$ cat src/design/edd_pkg.sv
// shared types and constants for the event deque with dedupe
package edd_pkg;

    localparam int DEPTH_DEFAULT = 16;
    localparam int ID_W          = 32;
    localparam int DATA_W        = 32;
    localparam int CAP_W         = 5;
    localparam logic [CAP_W-1:0] CAP_RESET = 5'd16;

    localparam logic [1:0] MODE_ADD   = 2'd0;
    localparam logic [1:0] MODE_GET   = 2'd1;
    localparam logic [1:0] MODE_CHECK = 2'd2;

    localparam logic [1:0] STATUS_OK    = 2'd0;
    localparam logic [1:0] STATUS_FULL  = 2'd1;
    localparam logic [1:0] STATUS_EMPTY = 2'd2;

    localparam int OPT_SKIP_DUP = 0;
    localparam int OPT_FRONT    = 1;

    typedef struct packed {
        logic [1:0]        mode;
        logic [ID_W-1:0]   evt_id;
        logic [DATA_W-1:0] payload;
        logic [1:0]        add_options;
    } req_t;

    typedef struct packed {
        logic [1:0]        status;
        logic [ID_W-1:0]   out_event_id;
        logic [DATA_W-1:0] out_payload;
        logic              found;
        logic              dropped_duplicate;
        logic [CAP_W-1:0]  free_space;
    } rsp_t;

    typedef enum logic [1:0] {
        ST_IDLE,
        ST_LOOK,
        ST_EXEC
    } state_t;

    typedef enum logic [2:0] {
        CELL_HOLD,
        CELL_LOOK,
        CELL_PUSH_FRONT,
        CELL_PUSH_BACK,
        CELL_POP
    } cell_op_t;

    typedef struct packed {
        cell_op_t          op;
        logic [ID_W-1:0]   evt_id;
        logic [DATA_W-1:0] payload;
    } cell_ctrl_t;

endpackage

$ cat src/design/edd_cell.sv
// one queue slot: holds an entry, shifts with its neighbors, compares against the key
module edd_cell #(
    parameter int IDX = 0,
    parameter int CW  = 5
) (
    input  logic                        clk,
    input  logic                        rst_n,
    input  edd_pkg::cell_ctrl_t         ctrl,
    input  logic [CW-1:0]               count,
    input  logic [edd_pkg::ID_W-1:0]    prev_id,
    input  logic [edd_pkg::DATA_W-1:0]  prev_payload,
    input  logic [edd_pkg::ID_W-1:0]    next_id,
    input  logic [edd_pkg::DATA_W-1:0]  next_payload,
    output logic [edd_pkg::ID_W-1:0]    id,
    output logic [edd_pkg::DATA_W-1:0]  payload,
    output logic                        match
);

    localparam logic [CW-1:0] POS = CW'(IDX);

    logic [edd_pkg::ID_W-1:0]   id_reg;
    logic [edd_pkg::ID_W-1:0]   id_next;
    logic [edd_pkg::DATA_W-1:0] payload_reg;
    logic [edd_pkg::DATA_W-1:0] payload_next;
    logic                       match_reg;
    logic                       match_next;
    logic                       occupied;

    assign occupied = (POS < count);

    always_comb
    begin
        id_next      = id_reg;
        payload_next = payload_reg;
        match_next   = match_reg;
        case (ctrl.op)
            edd_pkg::CELL_LOOK:
            begin
                match_next = occupied && (id_reg == ctrl.evt_id);
            end
            edd_pkg::CELL_PUSH_FRONT:
            begin
                id_next      = prev_id;
                payload_next = prev_payload;
            end
            edd_pkg::CELL_PUSH_BACK:
            begin
                if (POS == count)
                begin
                    id_next      = ctrl.evt_id;
                    payload_next = ctrl.payload;
                end
            end
            edd_pkg::CELL_POP:
            begin
                id_next      = next_id;
                payload_next = next_payload;
            end
            default:
            begin
                id_next = id_reg;
            end
        endcase
    end

    always_ff @(posedge clk)
    begin
        id_reg      <= id_next;
        payload_reg <= payload_next;
    end

    always_ff @(posedge clk or negedge rst_n)
    begin
        if (!rst_n)
        begin
            match_reg <= 1'b0;
        end
        else
        begin
            match_reg <= match_next;
        end
    end

    assign id      = id_reg;
    assign payload = payload_reg;
    assign match   = match_reg;

endmodule

$ cat src/design/event_deque_with_dedupe.sv
// top level: bounded event queue with push to front and duplicate suppression
//
// channel  direction  handshake              payload
// req      in         req_valid / req_stall  edd_pkg::req_t
// rsp      out        rsp_valid / rsp_stall  edd_pkg::rsp_t
// cfg      in         cfg_we                 cfg_wdata (capacity)
//
// each request passes through accept, id compare in every cell, then execute
// the compare cycle is set by the match flags registered inside the cells
// one request is in flight at a time; the next is accepted while a result waits
// a stalled result holds the execute step, so at most one result is ever pending
// reset clears the count and sets capacity to sixteen; entry storage needs no clearing pass
module event_deque_with_dedupe #(
    parameter int DEPTH = edd_pkg::DEPTH_DEFAULT
) (
    input  logic                          clk,
    input  logic                          rst_n,
    input  logic                          req_valid,
    output logic                          req_stall,
    input  edd_pkg::req_t                 req,
    output logic                          rsp_valid,
    input  logic                          rsp_stall,
    output edd_pkg::rsp_t                 rsp,
    input  logic                          cfg_we,
    input  logic [edd_pkg::CAP_W-1:0]     cfg_wdata
);

    localparam int CW = $clog2(DEPTH + 1);
    localparam int XW = (CW > edd_pkg::CAP_W) ? CW : edd_pkg::CAP_W;
    localparam logic [XW-1:0] DEPTH_X = XW'(DEPTH);

    edd_pkg::state_t            state_reg;
    edd_pkg::state_t            state_next;
    edd_pkg::req_t              req_reg;
    logic [edd_pkg::CAP_W-1:0]  capacity_reg;
    logic [CW-1:0]              count_reg;
    logic [CW-1:0]              count_next;
    edd_pkg::rsp_t              rsp_reg;
    edd_pkg::rsp_t              rsp_next;
    logic                       rsp_valid_reg;
    logic                       rsp_valid_next;

    logic                       accept;
    logic                       look_en;
    logic                       exec_go;
    logic                       hit;
    logic                       full;
    logic [XW-1:0]              cap_x;
    logic [XW-1:0]              cap_act;
    logic [XW-1:0]              count_next_x;
    edd_pkg::cell_op_t          exec_op;
    edd_pkg::cell_ctrl_t        ctrl;

    logic [edd_pkg::ID_W-1:0]   cell_id      [DEPTH];
    logic [edd_pkg::DATA_W-1:0] cell_payload [DEPTH];
    logic [DEPTH-1:0]           cell_match;

    // next state
    always_comb
    begin
        state_next = state_reg;
        case (state_reg)
            edd_pkg::ST_IDLE:
            begin
                if (req_valid)
                begin
                    state_next = edd_pkg::ST_LOOK;
                end
            end
            edd_pkg::ST_LOOK:
            begin
                state_next = edd_pkg::ST_EXEC;
            end
            edd_pkg::ST_EXEC:
            begin
                if (!(rsp_valid_reg && rsp_stall))
                begin
                    state_next = edd_pkg::ST_IDLE;
                end
            end
            default:
            begin
                state_next = edd_pkg::ST_IDLE;
            end
        endcase
    end

    // state outputs
    always_comb
    begin
        req_stall = 1'b1;
        look_en   = 1'b0;
        exec_go   = 1'b0;
        case (state_reg)
            edd_pkg::ST_IDLE:
            begin
                req_stall = 1'b0;
            end
            edd_pkg::ST_LOOK:
            begin
                look_en = 1'b1;
            end
            edd_pkg::ST_EXEC:
            begin
                exec_go = !(rsp_valid_reg && rsp_stall);
            end
            default:
            begin
                req_stall = 1'b1;
            end
        endcase
    end

    assign accept = req_valid && !req_stall;

    // active capacity: zero acts as one, limited to the built depth
    assign cap_x   = XW'(capacity_reg);
    assign cap_act = (cap_x == '0) ? XW'(1) : ((cap_x > DEPTH_X) ? DEPTH_X : cap_x);
    assign full    = (XW'(count_reg) >= cap_act);
    assign hit     = |cell_match;

    // execute step: decide the cell operation and build the result
    always_comb
    begin
        exec_op    = edd_pkg::CELL_HOLD;
        count_next = count_reg;
        rsp_next   = '0;
        case (req_reg.mode)
            edd_pkg::MODE_ADD:
            begin
                if (full)
                begin
                    rsp_next.status = edd_pkg::STATUS_FULL;
                end
                else if (req_reg.add_options[edd_pkg::OPT_SKIP_DUP] && hit)
                begin
                    rsp_next.dropped_duplicate = 1'b1;
                end
                else
                begin
                    exec_op    = req_reg.add_options[edd_pkg::OPT_FRONT]
                                 ? edd_pkg::CELL_PUSH_FRONT : edd_pkg::CELL_PUSH_BACK;
                    count_next = count_reg + CW'(1);
                end
            end
            edd_pkg::MODE_GET:
            begin
                if (count_reg == '0)
                begin
                    rsp_next.status = edd_pkg::STATUS_EMPTY;
                end
                else
                begin
                    rsp_next.out_event_id = cell_id[0];
                    rsp_next.out_payload  = cell_payload[0];
                    exec_op               = edd_pkg::CELL_POP;
                    count_next            = count_reg - CW'(1);
                end
            end
            edd_pkg::MODE_CHECK:
            begin
                rsp_next.found = hit;
            end
            default:
            begin
                rsp_next.status = edd_pkg::STATUS_OK;
            end
        endcase
        count_next_x        = XW'(count_next);
        rsp_next.free_space = (cap_act > count_next_x)
                              ? edd_pkg::CAP_W'(cap_act - count_next_x) : '0;
    end

    always_comb
    begin
        ctrl.evt_id  = req_reg.evt_id;
        ctrl.payload = req_reg.payload;
        if (look_en)
        begin
            ctrl.op = edd_pkg::CELL_LOOK;
        end
        else if (exec_go)
        begin
            ctrl.op = exec_op;
        end
        else
        begin
            ctrl.op = edd_pkg::CELL_HOLD;
        end
    end

    // row of cells, head at index zero
    for (genvar g = 0; g < DEPTH; g++)
    begin : g_cell
        logic [edd_pkg::ID_W-1:0]   prev_id;
        logic [edd_pkg::DATA_W-1:0] prev_payload;
        logic [edd_pkg::ID_W-1:0]   next_id;
        logic [edd_pkg::DATA_W-1:0] next_payload;

        if (g == 0)
        begin : g_head
            assign prev_id      = req_reg.evt_id;
            assign prev_payload = req_reg.payload;
        end
        else
        begin : g_mid
            assign prev_id      = cell_id[g-1];
            assign prev_payload = cell_payload[g-1];
        end

        if (g == DEPTH - 1)
        begin : g_tail
            assign next_id      = cell_id[g];
            assign next_payload = cell_payload[g];
        end
        else
        begin : g_body
            assign next_id      = cell_id[g+1];
            assign next_payload = cell_payload[g+1];
        end

        edd_cell #(
            .IDX (g),
            .CW  (CW)
        ) u_cell (
            .clk          (clk),
            .rst_n        (rst_n),
            .ctrl         (ctrl),
            .count        (count_reg),
            .prev_id      (prev_id),
            .prev_payload (prev_payload),
            .next_id      (next_id),
            .next_payload (next_payload),
            .id           (cell_id[g]),
            .payload      (cell_payload[g]),
            .match        (cell_match[g])
        );
    end

    always_comb
    begin
        if (exec_go)
        begin
            rsp_valid_next = 1'b1;
        end
        else
        begin
            rsp_valid_next = rsp_valid_reg && rsp_stall;
        end
    end

    always_ff @(posedge clk or negedge rst_n)
    begin
        if (!rst_n)
        begin
            state_reg     <= edd_pkg::ST_IDLE;
            capacity_reg  <= edd_pkg::CAP_RESET;
            count_reg     <= '0;
            rsp_valid_reg <= 1'b0;
        end
        else
        begin
            state_reg     <= state_next;
            rsp_valid_reg <= rsp_valid_next;
            if (cfg_we)
            begin
                capacity_reg <= cfg_wdata;
            end
            if (exec_go)
            begin
                count_reg <= count_next;
            end
        end
    end

    always_ff @(posedge clk)
    begin
        if (accept)
        begin
            req_reg <= req;
        end
        if (exec_go)
        begin
            rsp_reg <= rsp_next;
        end
    end

    assign rsp_valid = rsp_valid_reg;
    assign rsp       = rsp_reg;

    a_count_bound: assert property (@(posedge clk) disable iff (!rst_n)
        XW'(count_reg) <= DEPTH_X)
        else $error("entry count beyond built depth");

    a_count_only_on_exec: assert property (@(posedge clk) disable iff (!rst_n)
        !exec_go |=> $stable(count_reg))
        else $error("entry count moved outside execute step");

    a_accept_to_look: assert property (@(posedge clk) disable iff (!rst_n)
        accept |=> (state_reg == edd_pkg::ST_LOOK))
        else $error("accepted request did not enter compare step");

    a_empty_get: assert property (@(posedge clk) disable iff (!rst_n)
        (exec_go && (req_reg.mode == edd_pkg::MODE_GET) && (count_reg == '0))
        |=> (rsp_valid_reg && (rsp_reg.status == edd_pkg::STATUS_EMPTY)))
        else $error("get on empty queue not reported empty");

endmodule
$ cat config.mk
export PLATFORM = sky130hd
export DESIGN_NAME = event_deque_with_dedupe
export DESIGN_NICKNAME = d
export VERILOG_FILES = /design/src/design/edd_pkg.sv /design/src/design/edd_cell.sv /design/src/design/event_deque_with_dedupe.sv
export SDC_FILE = /design/constraint.sdc
export NUM_CORES = 2
export LEC_CHECK = 0
export ABC_AREA = 1
export BUFFER_PORTS_ARGS = -buffer_cell sky130_fd_sc_hd__buf_2
export CORE_MARGIN = 3
export CORE_UTILIZATION = 31
export DETAILED_ROUTE_END_ITERATION = 8
export PLACE_DENSITY = 0.55
export SYNTH_ARGS = -nofsm -noshare
export SYNTH_HDL_FRONTEND = slang
export SYNTH_SLANG_ARGS = --single-unit
$ cat constraint.sdc
create_clock -name clk -period 8.8 [get_ports clk]
set_input_delay 0.44 -clock clk [delete_from_list [all_inputs] [get_ports clk]]
set_output_delay 0.44 -clock clk [all_outputs]
set_load 0.1 [all_outputs]
==> flow_metrics.env <==
export IMPL_worstPathMaxFanout=198
export IMPL_cap_violations=0
export IMPL_avgSynthCellArea_sq_um=9.68
export IMPL_num_rows=158
export IMPL_critPathKind="reg -> reg"
export IMPL_grt_ovfl_total=0
export IMPL_yosysSeqAreaShare=0.610
export IMPL_ys_top_cells_by_area="edfxtp_1, nand2_1, nand3_1, xnor2_1, xor2_1"
export IMPL_io_buffers=152
export IMPL_vias=44353
export IMPL_ys_flop_type="edfxtp_1"
export IMPL_htree_levels=4
export IMPL_coreArea_sq_mm=0.187
export IMPL_initial_core_util=0.314
export IMPL_ir_worst_vdd_mv=0.173
export IMPL_holdWs_ns=0.284
export IMPL_syn_inst=6048
export IMPL_path_cells="clkinv_1, ha_1, inv_1, nor2_1, nand2_1, nand2_4, nor2_4, buf_12, buf_4, buf_4, nand2_1, nand3_1"
export IMPL_cts_tree="done"
export IMPL_drive_gt1_frac=0.0788
export IMPL_grt_start_max_net_pins=266
export IMPL_powerDensity_mw_per_mm2=248
export IMPL_pre_cts_slack_ns=3.34
export IMPL_finalWorstSetupSlack_ns=3.24
export IMPL_avgViaCountPerCell=5.11
export IMPL_drt_iter0_markers=5782
export IMPL_post_cts_setup_buffers=0
export IMPL_synth_most_common_cell="nand2_1"
export IMPL_cp_end_kind="flop"
export IMPL_fmax_mhz=180
export IMPL_p_leak_nw=26.2
export IMPL_clk_pin_slew_ns=0.06
export IMPL_die_h_um=441
export IMPL_die_w_um=441
export IMPL_synth_seq_cells=1194
export IMPL_synth_fp_nets=6142
export IMPL_wl_per_cell_um=21.9
export IMPL_syn_cell_area_sq_mm=0.0585
export IMPL_totalPowerFinal_mw=16.4
export IMPL_clock_sinks=1194
export IMPL_dpl_hpwl_um=122000
export IMPL_io_pin_count=153
export IMPL_cts_inserted_buffers=134
export IMPL_finalSetupViolCount=0
export IMPL_yosys_warnings=0
export IMPL_setup_tns_ns=0
export IMPL_num_fill_cells=18919
export IMPL_diodes=0
export IMPL_fin_skew_ns=0.0316
export IMPL_violations="slew limit"
export IMPL_grt_pass1_wl_um=280000
export IMPL_outcome="finished with violations"
export IMPL_routed_wl_um=191000
export IMPL_period_share=0.632
export IMPL_drc=0
export IMPL_antenna_found_initial=5
export IMPL_nets=6202
export IMPL_relSlewSlack=-0.0791
export IMPL_drt_pass1_iterations=7
export IMPL_syn_to_final_growth_pct=13.2
export IMPL_clockBufferDepth=3
export IMPL_rsz0062_at_grt="false"
export IMPL_fin_util=0.355
export IMPL_clockRootBuffer="clkbuf_16"
export IMPL_netlist_top_cells_count="nand2_1, edfxtp_1, nand3_1"
export IMPL_min_path_type="in -> async"
export IMPL_async_flop_share=0.0243
export IMPL_clkLatencyLatePin_ns=0.79
export IMPL_critPathLaunchType="flop"
export IMPL_track_usage=0.192
export IMPL_cp_data_arrival_time_ns=6.18
export IMPL_synth_edf_count=1165
export IMPL_yosys_cell_types_count=46
export IMPL_ant_nets=0
export IMPL_cpPeakStageDelay_ns=0.91
export IMPL_synth_top_area_cell="edfxtp_1"
export IMPL_hold_viol=0
export IMPL_required_ns=9.42
export IMPL_place_congestion=0.998
export IMPL_drv_slew=203
export IMPL_critPathSlowestCell="buf_4"
export IMPL_die_area_sq_mm=0.194
export IMPL_synth_top_cell_area_share=0.598
export IMPL_worst_pin_slew_ns=1.62
export IMPL_finalWorstPathRequiredPeriod_ns=5.56
export IMPL_grt_pass1_vias=41975
-- critical path: cells and delay by family, from the launching register on --
kind / cells / cell delay (ns)
buffers and inverters: 5 / 2.84
and+or+nand+nor: 6 / 1.36
DFF: 1 / 0.49
adders and majority gates: 1 / 0.41
-- final timing paths --
path	end	slack, ns	start	depth (start not counted)
min in group clk	g_cell[0].prev_payload[14]	0.36	req[16]	2
hold reg to reg	g_cell[15].u_cell.match	0.48	g_cell[15].u_cell.match	2
hold / removal	cap_x[2]	0.28	rst_n	2
setup reg to reg	g_cell[1].u_cell.payload[25]	3.24	count_reg[0]	12
setup / recovery	g_cell[1].u_cell.payload[25]	3.24	count_reg[0]	12
max in group asynchronous	count_reg[2]	8.03	rst_n	2
-- final cells by class --
type,instances,area [sq um],share of cell area
clock inverters,67,534,0.00806
well taps,2480,3100,0.0468
flip-flops and latches,1194,35700,0.539
clock buffers,168,3590,0.0541
repair buffers,299,2160,0.0327
multi-input cells,4296,20500,0.309
inverters,183,702,0.0106
-- metal layers --
layer	track usage	share of wire	routed length (um)
met4	0.0609	0.030	5620
met1	0.277	0.45	85400
met3	0.0391	0.086	16300
met2	0.286	0.44	83200
met5	0	0.00013	24
-- where the power goes --
group          switching [mW]  total (mW)  internal (mW)  leakage (nW)
logic                    2.62        3.50          0.879          13.2
registers               0.415        7.52           7.10          11.0
clock network            2.43        5.43           3.00          2.00
total                    5.46        16.4           11.0          26.2
-- repair_timing --
action                    CTS  global route
gates resized for setup     0             0
hold buffers               85             0
hold endpoints to repair  104             0
-- per-stage QoR --
step	cell area (sq um)	std cells
global placement	61300	8367
floorplan	58500	6048
detailed placement	61300	8367
finish	66300	8687
global route	66300	8687
CTS	66300	8687
-- logic make-up (layout without fill, tap and decap cells) --
family | Yosys count | in the layout | synth area share
simple gates | 3768 | 3768 | 0.273
flops | 1194 | 1194 | 0.610
buf+inv | 558 | 717 | 0.0442
xor+xnor | 364 | 364 | 0.0545
compound gates | 147 | 147 | 0.0144
fa+ha+maj | 16 | 16 | 0.00355
mux | 1 | 1 | 0.000192
-- layout by cell type (no fill, tap or decap), types with 25 or more instances in the layout --
cell type	instances
dlygate4sd3_1	85
nand2_1	2353
clkinv_1	39
nor3_1	50
edfxtp_1	1165
nand4_1	73
nand3_1	969
xnor2_1	219
inv_1	170
o22ai_1	25
buf_2	152
clkbuf_1	28
dfrtp_1	28
nor2_1	212
o21ai_0	79
nand2_4	28
or2_2	40
buf_4	55
xor2_1	145
clkbuf_16	138
(Power assumes the default switching activity.)
